$ cat config.mk
export PLATFORM = sky130hd
export DESIGN_NAME = i2c_target_bit_engine_top
export DESIGN_NICKNAME = d
export VERILOG_FILES = /design/src/rtl/core/i2ctbe_pkg.sv /design/src/rtl/core/i2c_target_bit_engine_top.sv /design/src/rtl/core/i2ctbe_classify.sv /design/src/rtl/core/i2ctbe_fsm.sv
export SDC_FILE = /design/constraint.sdc
export NUM_CORES = 1
export LEC_CHECK = 0
export ABC_AREA = 1
export BUFFER_PORTS_ARGS = -buffer_cell sky130_fd_sc_hd__buf_4
export CORE_UTILIZATION = 58
export CTS_CLUSTER_SIZE = 28
export DETAILED_ROUTE_END_ITERATION = 12
export GPL_TIMING_DRIVEN = 0
export HOLD_SLACK_MARGIN = 0.1
export PLACE_DENSITY = 0.91
export SLEW_MARGIN = 20
export SYNTH_ARGS = -nofsm -noshare
export SYNTH_HDL_FRONTEND = slang
export SYNTH_SLANG_ARGS = --single-unit
$ cat constraint.sdc
create_clock -name i_clk -period 2.8 [get_ports i_clk]
set_clock_uncertainty 0.05 [all_clocks]
set_input_delay 0.14 -clock i_clk [delete_from_list [all_inputs] [get_ports i_clk]]
set_output_delay 0.14 -clock i_clk [all_outputs]
set_load 0.005 [all_outputs]
$ cat src/rtl/core/i2ctbe_pkg.sv
package i2ctbe_pkg;

    // Line change classification
    typedef enum logic [2:0] {
        EV_NONE    = 3'd0,
        EV_START   = 3'd1,
        EV_STOP    = 3'd2,
        EV_FALL    = 3'd3,
        EV_RISE    = 3'd4,
        EV_INVALID = 3'd5
    } t_bus_event;

    // Configuration register indexes
    localparam logic [2:0] CFG_ADDR_0   = 3'd0;
    localparam logic [2:0] CFG_ADDR_1   = 3'd1;
    localparam logic [2:0] CFG_ADDR_2   = 3'd2;
    localparam logic [2:0] CFG_ADDR_3   = 3'd3;
    localparam logic [2:0] CFG_ADDR_EN  = 3'd4;

    localparam int NUM_TARGETS = 4;

    // Change codes: {changed lines, new lines}, each as {scl, sda}
    localparam logic [3:0] CODE_START_SDA  = 4'b0110;
    localparam logic [3:0] CODE_START_BOTH = 4'b1110;
    localparam logic [3:0] CODE_STOP       = 4'b0111;
    localparam logic [3:0] CODE_FALL       = 4'b1000;
    localparam logic [3:0] CODE_RISE       = 4'b1010;
    localparam logic [3:0] CODE_SCL_MASK   = 4'b1110;

    localparam logic [3:0] BITS_PER_BYTE = 4'd8;

    typedef struct packed {
        logic [6:0] addr_0;
        logic [6:0] addr_1;
        logic [6:0] addr_2;
        logic [6:0] addr_3;
        logic [3:0] addr_en;
    } t_cfg;

    typedef struct packed {
        logic       pull_sda_low;
        logic [2:0] machine_state;
        logic       receive_valid;
        logic [7:0] receive_byte;
        logic       transmit_loaded;
        logic [1:0] matched_target;
        logic       read_direction;
    } t_fsm_out;

endpackage

$ cat src/rtl/core/i2c_target_bit_engine_top.sv
// I2C target bit engine.
// Each request on the slave stream is one sample of the SCL and SDA lines plus
// the byte to send next; each sample gives exactly one result on the master
// stream: the classified line change, the SDA drive, the target state, a
// received byte with its strobe, a transmit-load strobe and the matched target.
// The user must write addresses and their enable mask on the configuration port
// only while the stream is idle; the block does not enforce it. Writes to unused
// indexes are ignored. A sample accepted at one edge has its result in the
// output register from the next cycle. One sample is accepted every cycle
// unless the receiver stalls, as the line classification and the target machine
// both settle combinationally. A result waiting in the output register does not
// block the input while the receiver takes it in the same cycle; if the receiver
// stalls, the input stalls with it and the held result stays unchanged.
// Reset leaves the machine ready, both lines assumed high, the read direction
// set, all addresses zero and disabled, and the output register empty.
module i2c_target_bit_engine_top
    import i2ctbe_pkg::*;
(
    input  logic        i_clk,
    input  logic        i_rst_n,
    input  logic        i_cfg_wr_en,
    input  logic [2:0]  i_cfg_index,
    input  logic [6:0]  i_cfg_data,
    input  logic        s_axis_tvalid,
    output logic        s_axis_tready,
    // [0] scl_level, [1] sda_level, [9:2] transmit_byte, [15:10] zero
    input  logic [15:0] s_axis_tdata,
    output logic        m_axis_tvalid,
    input  logic        m_axis_tready,
    // [2:0] bus_event, [3] pull_sda_low, [6:4] machine_state, [7] receive_valid,
    // [15:8] receive_byte, [16] transmit_loaded, [18:17] matched_target,
    // [19] read_direction, [23:20] zero
    output logic [23:0] m_axis_tdata
);

    t_cfg       r_cfg;
    logic       w_step;
    t_bus_event w_event;
    t_fsm_out   w_result;
    logic       r_m_valid;
    logic [23:0] r_m_data;

    assign s_axis_tready = !r_m_valid || m_axis_tready;
    assign w_step        = s_axis_tvalid && s_axis_tready;

    always_ff @(posedge i_clk) begin
        if (!i_rst_n) begin
            r_cfg <= '0;
        end else if (i_cfg_wr_en) begin
            unique case (i_cfg_index)
                CFG_ADDR_0:  r_cfg.addr_0  <= i_cfg_data;
                CFG_ADDR_1:  r_cfg.addr_1  <= i_cfg_data;
                CFG_ADDR_2:  r_cfg.addr_2  <= i_cfg_data;
                CFG_ADDR_3:  r_cfg.addr_3  <= i_cfg_data;
                CFG_ADDR_EN: r_cfg.addr_en <= i_cfg_data[3:0];
                default: ;
            endcase
        end
    end

    i2ctbe_classify u_classify (
        .i_clk   (i_clk),
        .i_rst_n (i_rst_n),
        .i_step  (w_step),
        .i_scl   (s_axis_tdata[0]),
        .i_sda   (s_axis_tdata[1]),
        .o_event (w_event)
    );

    i2ctbe_fsm u_fsm (
        .i_clk     (i_clk),
        .i_rst_n   (i_rst_n),
        .i_step    (w_step),
        .i_event   (w_event),
        .i_sda     (s_axis_tdata[1]),
        .i_tx_byte (s_axis_tdata[9:2]),
        .i_cfg     (r_cfg),
        .o_result  (w_result)
    );

    always_ff @(posedge i_clk) begin
        if (!i_rst_n) begin
            r_m_valid <= 1'b0;
        end else if (w_step) begin
            r_m_valid <= 1'b1;
        end else if (m_axis_tready) begin
            r_m_valid <= 1'b0;
        end
    end

    always_ff @(posedge i_clk) begin
        if (w_step) begin
            r_m_data <= {4'd0,
                         w_result.read_direction,
                         w_result.matched_target,
                         w_result.transmit_loaded,
                         w_result.receive_byte,
                         w_result.receive_valid,
                         w_result.machine_state,
                         w_result.pull_sda_low,
                         w_event};
        end
    end

    assign m_axis_tvalid = r_m_valid;
    assign m_axis_tdata  = r_m_data;

endmodule

$ cat src/rtl/core/i2ctbe_classify.sv
module i2ctbe_classify
    import i2ctbe_pkg::*;
(
    input  logic       i_clk,
    input  logic       i_rst_n,
    input  logic       i_step,
    input  logic       i_scl,
    input  logic       i_sda,
    output t_bus_event o_event
);

    logic [1:0] r_prev_lines;
    logic [1:0] w_lines;
    logic [3:0] w_code;

    assign w_lines = {i_scl, i_sda};
    assign w_code  = {w_lines ^ r_prev_lines, w_lines};

    always_comb begin
        priority if (w_lines == r_prev_lines) begin
            o_event = EV_NONE;
        end else if (w_code == CODE_START_SDA || w_code == CODE_START_BOTH) begin
            o_event = EV_START;
        end else if (w_code == CODE_STOP) begin
            o_event = EV_STOP;
        end else if ((w_code & CODE_SCL_MASK) == CODE_FALL) begin
            o_event = EV_FALL;
        end else if ((w_code & CODE_SCL_MASK) == CODE_RISE) begin
            o_event = EV_RISE;
        end else begin
            o_event = EV_INVALID;
        end
    end

    always_ff @(posedge i_clk) begin
        if (!i_rst_n) begin
            r_prev_lines <= 2'b11;
        end else if (i_step) begin
            r_prev_lines <= w_lines;
        end
    end

endmodule

$ cat src/rtl/core/i2ctbe_fsm.sv
module i2ctbe_fsm
    import i2ctbe_pkg::*;
(
    input  logic       i_clk,
    input  logic       i_rst_n,
    input  logic       i_step,
    input  t_bus_event i_event,
    input  logic       i_sda,
    input  logic [7:0] i_tx_byte,
    input  t_cfg       i_cfg,
    output t_fsm_out   o_result
);

    typedef enum logic [2:0] {
        ST_READY    = 3'd0,
        ST_ADDR     = 3'd1,
        ST_ACK_ADDR = 3'd2,
        ST_READ     = 3'd3,
        ST_WRITE    = 3'd4,
        ST_ACK      = 3'd5,
        ST_STOP_END = 3'd6,
        ST_READ_END = 3'd7
    } t_state;

    t_state     r_state,  n_state;
    logic [3:0] r_bits,   n_bits;
    logic [7:0] r_shift,  n_shift;
    logic       r_dir,    n_dir;
    logic [1:0] r_idx,    n_idx;
    logic       r_drive,  n_drive;

    logic       w_rx_valid;
    logic [7:0] w_rx_byte;
    logic       w_tx_loaded;
    logic       w_bits_bad;
    logic [3:0] w_bits_dec;
    logic [7:0] w_shift_in;
    logic       w_match;
    logic [1:0] w_match_idx;
    logic [6:0] w_addr [NUM_TARGETS];

    assign w_addr[0] = i_cfg.addr_0;
    assign w_addr[1] = i_cfg.addr_1;
    assign w_addr[2] = i_cfg.addr_2;
    assign w_addr[3] = i_cfg.addr_3;

    assign w_bits_bad = (r_bits == 4'd0) || (r_bits > BITS_PER_BYTE);
    assign w_bits_dec = r_bits - 4'd1;
    assign w_shift_in = {r_shift[6:0], i_sda};

    // Lowest enabled index wins, so scan downwards and let the last hit stand.
    always_comb begin
        w_match     = 1'b0;
        w_match_idx = 2'd0;
        for (int i = NUM_TARGETS - 1; i >= 0; i--) begin
            if (i_cfg.addr_en[i] && (w_addr[i] == r_shift[6:0])) begin
                w_match     = 1'b1;
                w_match_idx = 2'(i);
            end
        end
    end

    always_comb begin
        n_state     = r_state;
        n_bits      = r_bits;
        n_shift     = r_shift;
        n_dir       = r_dir;
        n_idx       = r_idx;
        n_drive     = r_drive;
        w_rx_valid  = 1'b0;
        w_rx_byte   = 8'd0;
        w_tx_loaded = 1'b0;

        if (i_step && i_event != EV_NONE && i_event != EV_INVALID) begin
            if (i_event == EV_START && r_state != ST_READY) begin
                n_state = ST_ADDR;
                n_bits  = BITS_PER_BYTE;
                n_shift = 8'd0;
                n_drive = 1'b0;
            end else begin
                unique case (r_state)
                    ST_READY: begin
                        if (i_event == EV_START) begin
                            n_state = ST_ADDR;
                            n_bits  = BITS_PER_BYTE;
                            n_shift = 8'd0;
                            n_drive = 1'b0;
                        end
                    end
                    ST_ADDR: begin
                        if (i_event == EV_STOP) begin
                            n_state = ST_READY;
                            n_bits  = 4'd0;
                            n_shift = 8'd0;
                            n_drive = 1'b0;
                        end else if (i_event == EV_RISE) begin
                            if (w_bits_bad) begin
                                n_state = ST_READY;
                                n_bits  = 4'd0;
                                n_shift = 8'd0;
                                n_drive = 1'b0;
                            end else if (w_bits_dec != 4'd0) begin
                                n_bits  = w_bits_dec;
                                n_shift = w_shift_in;
                            end else if (w_match) begin
                                // Eighth rise carries the read/write bit.
                                n_bits  = 4'd0;
                                n_dir   = i_sda;
                                n_idx   = w_match_idx;
                                n_state = ST_ACK_ADDR;
                                n_drive = 1'b0;
                                if (i_sda) begin
                                    n_shift     = i_tx_byte;
                                    w_tx_loaded = 1'b1;
                                end else begin
                                    n_shift = 8'd0;
                                end
                            end else begin
                                n_state = ST_READY;
                                n_bits  = 4'd0;
                                n_shift = 8'd0;
                                n_drive = 1'b0;
                            end
                        end
                    end
                    ST_ACK_ADDR: begin
                        if (i_event == EV_STOP) begin
                            n_state = ST_READY;
                            n_bits  = 4'd0;
                            n_shift = 8'd0;
                            n_drive = 1'b0;
                        end else if (i_event == EV_FALL) begin
                            n_drive = 1'b1;
                        end else if (i_event == EV_RISE) begin
                            n_state = r_dir ? ST_READ : ST_WRITE;
                            n_bits  = BITS_PER_BYTE;
                        end
                    end
                    ST_WRITE: begin
                        if (i_event == EV_STOP) begin
                            n_state = ST_READY;
                            n_bits  = 4'd0;
                            n_shift = 8'd0;
                            n_drive = 1'b0;
                        end else if (i_event == EV_RISE) begin
                            if (w_bits_bad) begin
                                n_state = ST_READY;
                                n_bits  = 4'd0;
                                n_shift = 8'd0;
                                n_drive = 1'b0;
                            end else begin
                                n_bits  = w_bits_dec;
                                n_shift = w_shift_in;
                                if (w_bits_dec == 4'd0) begin
                                    n_state = ST_ACK;
                                    n_shift = 8'd0;
                                    if (r_dir) begin
                                        n_shift     = i_tx_byte;
                                        w_tx_loaded = 1'b1;
                                    end else begin
                                        w_rx_valid = 1'b1;
                                        w_rx_byte  = w_shift_in;
                                    end
                                end
                            end
                        end else if (i_event == EV_FALL) begin
                            n_drive = 1'b0;
                        end
                    end
                    ST_READ: begin
                        if (i_event == EV_STOP) begin
                            n_state = ST_READY;
                            n_bits  = 4'd0;
                            n_shift = 8'd0;
                            n_drive = 1'b0;
                        end else if (i_event == EV_FALL) begin
                            if (w_bits_bad) begin
                                n_state = ST_READY;
                                n_bits  = 4'd0;
                                n_shift = 8'd0;
                                n_drive = 1'b0;
                            end else begin
                                n_bits  = w_bits_dec;
                                n_drive = ~r_shift[7];
                                n_shift = {r_shift[6:0], 1'b0};
                            end
                        end else if (i_event == EV_RISE) begin
                            if (r_bits == 4'd0) begin
                                n_state = ST_ACK;
                                n_shift = 8'd0;
                                if (r_dir) begin
                                    n_shift     = i_tx_byte;
                                    w_tx_loaded = 1'b1;
                                end else begin
                                    w_rx_valid = 1'b1;
                                    w_rx_byte  = r_shift;
                                end
                            end
                        end
                    end
                    ST_ACK: begin
                        if (i_event == EV_STOP) begin
                            n_state = ST_STOP_END;
                        end else if (i_event == EV_FALL) begin
                            n_drive = ~r_dir;
                        end else if (i_event == EV_RISE) begin
                            if (r_dir) begin
                                // A high data line here is the master's NAK.
                                n_state = i_sda ? ST_READ_END : ST_READ;
                            end else begin
                                n_state = ST_WRITE;
                            end
                            n_bits = BITS_PER_BYTE;
                        end
                    end
                    ST_STOP_END: begin
                        if (i_event == EV_RISE) begin
                            n_state = ST_READY;
                            n_bits  = 4'd0;
                            n_shift = 8'd0;
                            n_drive = 1'b0;
                        end else if (i_event == EV_FALL) begin
                            n_drive = 1'b0;
                        end
                    end
                    ST_READ_END: begin
                        if (i_event == EV_STOP) begin
                            n_state = ST_READY;
                            n_bits  = 4'd0;
                            n_shift = 8'd0;
                            n_drive = 1'b0;
                        end else if (i_event == EV_FALL) begin
                            n_drive = 1'b0;
                        end
                    end
                    default: begin
                        n_state = ST_READY;
                    end
                endcase
            end
        end
    end

    always_ff @(posedge i_clk) begin
        if (!i_rst_n) begin
            r_state <= ST_READY;
            r_bits  <= 4'd0;
            r_shift <= 8'd0;
            r_dir   <= 1'b1;
            r_idx   <= 2'd0;
            r_drive <= 1'b0;
        end else begin
            r_state <= n_state;
            r_bits  <= n_bits;
            r_shift <= n_shift;
            r_dir   <= n_dir;
            r_idx   <= n_idx;
            r_drive <= n_drive;
        end
    end

    assign o_result.pull_sda_low    = n_drive;
    assign o_result.machine_state   = n_state;
    assign o_result.receive_valid   = w_rx_valid;
    assign o_result.receive_byte    = w_rx_byte;
    assign o_result.transmit_loaded = w_tx_loaded;
    assign o_result.matched_target  = n_idx;
    assign o_result.read_direction  = n_dir;

endmodule

==> qor.yml <==
routing:
  drc: 0
  dr.pass1.iters: 6
  via_per_inst: 5.55
  num_vias: 4837
  drtIter0Drc: 523
  wl_per_cell_um: 14.7
  drtAntennaViolNets: 0
  wirelength_mm: 12.8
place:
  hpwl_mm: 9.49
  io_buffers: 45
  gp_congestion: 0.981
clocking:
  cts_tree: "built"
  cts_root_buf: "clkbuf_8"
  clock_latency_ps: 380
  htreeDepth: 3
  clk_pin_slew_worst_paths_ps: 100
  postCtsResizedCells: 0
  cts_buffers: 9
  clockBufferDepth: 2
  clkSinkCount: 74
setup_path:
  r2r_end: "m_axis_tdata[10]"
  critPathArrivalTime_ps: 2760
  cp.required_ps: 2980
  r2r_slack_ps: 220
  cp_max_fo: 9
  critical_path.startpoint: "u_fsm.r_bits[0]"
  start_kind: "register"
  reg2reg_from: "u_fsm.r_bits[0]"
  critical_path_class: "reg2reg"
  setup.worst_path.end_class: "register"
  endpoint: "m_axis_tdata[10]"
  reg2reg_depth: 14
status:
  status: "complete, no violations"
timing:
  report.final.slew_viol_count: 0
  finalSetupTns_ps: 0
  rsz0062_at_grt: "no"
  fin_crit_ps: 2580
  setup_violations: 0
  final-hold-violation-count: 0
  fmax_mhz: 388
  tightest_slew_ps: 765
  period_share_pct: 92.1
  relSlewSlack_pct: 48.9
grt:
  grt_pass1_vias: 4217
  grt_pass1_wl_mm: 20.3
  grt_usage_pct: 33.9
  grt_antenna_before_repair: 0
  grt_start_max_net_pins: 21
  gr-total-overflow: 0
cells_and_area:
  final_common_cell: "nand2_1"
  syn_to_final_growth_pct: 17.9
  drive_gt1_share_pct: 12.3
  fin_nets: 800
  final_cell_mix: "nand2_1, inv_1, nor2_1, a21oi_1, dfxtp_1"
  diodes: 0
floorplan:
  io_pins: 57
  dieArea_mm2: 0.00798
  initial_core_util_pct: 60.3
  die_w_um: 89.3
  rows: 31
  coreArea_mm2: 0.00733
  die_h_um: 89.3
synthesis:
  netlist-cell-type-count: 36
  netlist_area_mm2: 0.00442
  ys_ff_latch: 74
  synthCells: 699
  postSynthAreaPerCell_um2: 6.33
  ys_seq_area_share_pct: 38.0
  yosys_warnings: 0
power:
  p_seq_share_pct: 47.9
  report.power.total_uw: 2410
  power.internal_uw: 1730
  power_frac_comb_pct: 12.2
  pwr_density_cell_mw_per_mm2: 461
  p_switching_uw: 676
  ir_drop_uv: 337
  p_clk_share_pct: 39.9
  sw_frac_of_total_pct: 28.1
  leakagePower_uw: 0.00236
min_path:
  hp-class: "in2reg"
flow_run:
  cap_violations: 0
-- final cells by class --
type	count	area, µm²
sequential	74	1680
timing repair buffer	54	428
clock buffer	10	149
inverter	89	334
clock inverter	6	77.6
fill	652	2120
tap	99	124
multi-input combinational	516	2310
buffer	23	109
-- logic make-up (layout without fill, tap and decap cells) --
group           after synthesis  in the layout  synth area share [%]
flops                        74             74                  38.0
xor+xnor                      2              2                 0.396
simple gates                373            373                  34.3
compound gates              135            135                  16.6
other cells                   1              4                0.0848
buf+inv                     112            182                  10.0
fa+ha+maj                     2              2                 0.566
-- state kept, by name (all words and copies together) (netlist names) --
signal and flops:
r_cfg 32, m_axis_tdata 20, u_fsm.r_shift 8, u_fsm.r_bits 4, u_fsm.r_state 3, u_classify.r_prev_lines 2, u_fsm.r_idx 2, m_axis_tvalid 1
u_fsm.r_dir 1, u_fsm.r_drive 1
-- worst max-delay path, cell delays in order, from the launching register on --
cell     delay [ps]
dfxtp_1         340
inv_1            80
ha_1            250
nand2_1          80
nand2_1          60
nand2_1         100
inv_1           110
nand2_1         160
nor2_2          350
nand2_1          90
nor2_1          140
inv_1            90
nor2_2          290
nand2_1         110
a21oi_1         150
-- timing repair --
action                                 4_1_cts  5_1_grt
hold buffers                                 9        0
setup buffers                                0        0
endpoints found under the hold margin       33        0
-- worst min-delay path by stage --
stage	end	slack, ps	start	cells past startpoint
global route	u_classify.r_prev_lines[0]	120	s_axis_tdata[1]	3
CTS	r_cfg[23]	110	i_rst_n	3
finish	u_classify.r_prev_lines[0]	120	s_axis_tdata[1]	3
detailed placement	m_axis_tvalid	400	m_axis_tready	4
global placement	m_axis_tvalid	390	m_axis_tready	4
floorplan	r_cfg[0]	250	i_cfg_data[0]	2
-- metal layers --
metal / GRT usage (%) / up-vias / share of wire (%)
met5: 0 / - / 0
met4: 13.3 / 0 / 2.4
met3: 7.48 / 38 / 11
met2: 50.7 / 274 / 44
met1: 47.5 / 2165 / 43
li1: - / 2360 / -
-- through the flow --
stage / setup WS [ps] / instance area [µm²] / hold slack, ps / instances / util [%]
after floorplan: 761 / 4430 / 255 / 702 / -
after global placement: 373 / 4900 / 389 / 846 / 66.8
after detailed placement: 303 / 4900 / 399 / 846 / 66.8
after CTS: 281 / 5210 / 105 / 871 / 71.1
after global routing: 1.72 / 5210 / 123 / 871 / 71.1
final: 220 / 5210 / 117 / 871 / 71.1
-- Yosys cell counts --
library cell / instances / area, µm²
a211o_1: 1 / 8.76
nor2_1: 69 / 259
nor2_2: 7 / 43.8
o22ai_1: 4 / 25.0
clkinv_1: 3 / 11.3
dfxtp_1: 54 / 1080
inv_1: 78 / 293
clkbuf_1: 13 / 48.8
nand3_2: 1 / 10.0
ha_1: 2 / 25.0
a211oi_1: 3 / 22.5
nand3b_1: 2 / 15.0
nand2_1: 259 / 972
a21boi_1: 1 / 7.51
conb_1: 1 / 3.75
o32ai_1: 5 / 43.8
a21oi_1: 58 / 290
nor3_1: 6 / 30.0
or2_2: 1 / 6.26
o211ai_1: 3 / 22.5
o21ai_2: 1 / 8.76
nand4_1: 3 / 18.8
nand3_1: 18 / 90.1
nand2_2: 2 / 12.5
buf_4: 4 / 30.0
nor2_4: 2 / 22.5
o21ai_1: 4 / 20.0
nor4_1: 1 / 6.26
o311ai_0: 1 / 8.76
xor2_1: 2 / 17.5
nor3_4: 2 / 32.5
o21ai_0: 52 / 260
inv_2: 8 / 30.0
buf_2: 6 / 30.0
edfxtp_1: 20 / 601
a22oi_1: 2 / 15.0
-- power groups by stage --
| stage | clock (µW) | sequential [µW] | combinational, µW |
|---|---|---|---|
| finish | 960 | 1150 | 294 |
| global route | 1010 | 1160 | 324 |
| CTS | 961 | 1150 | 287 |
| detailed placement | 0 | 1180 | 276 |
| global placement | 0 | 1170 | 270 |
| floorplan | 0 | 1180 | 166 |
Power figures use the tool's default switching activity.
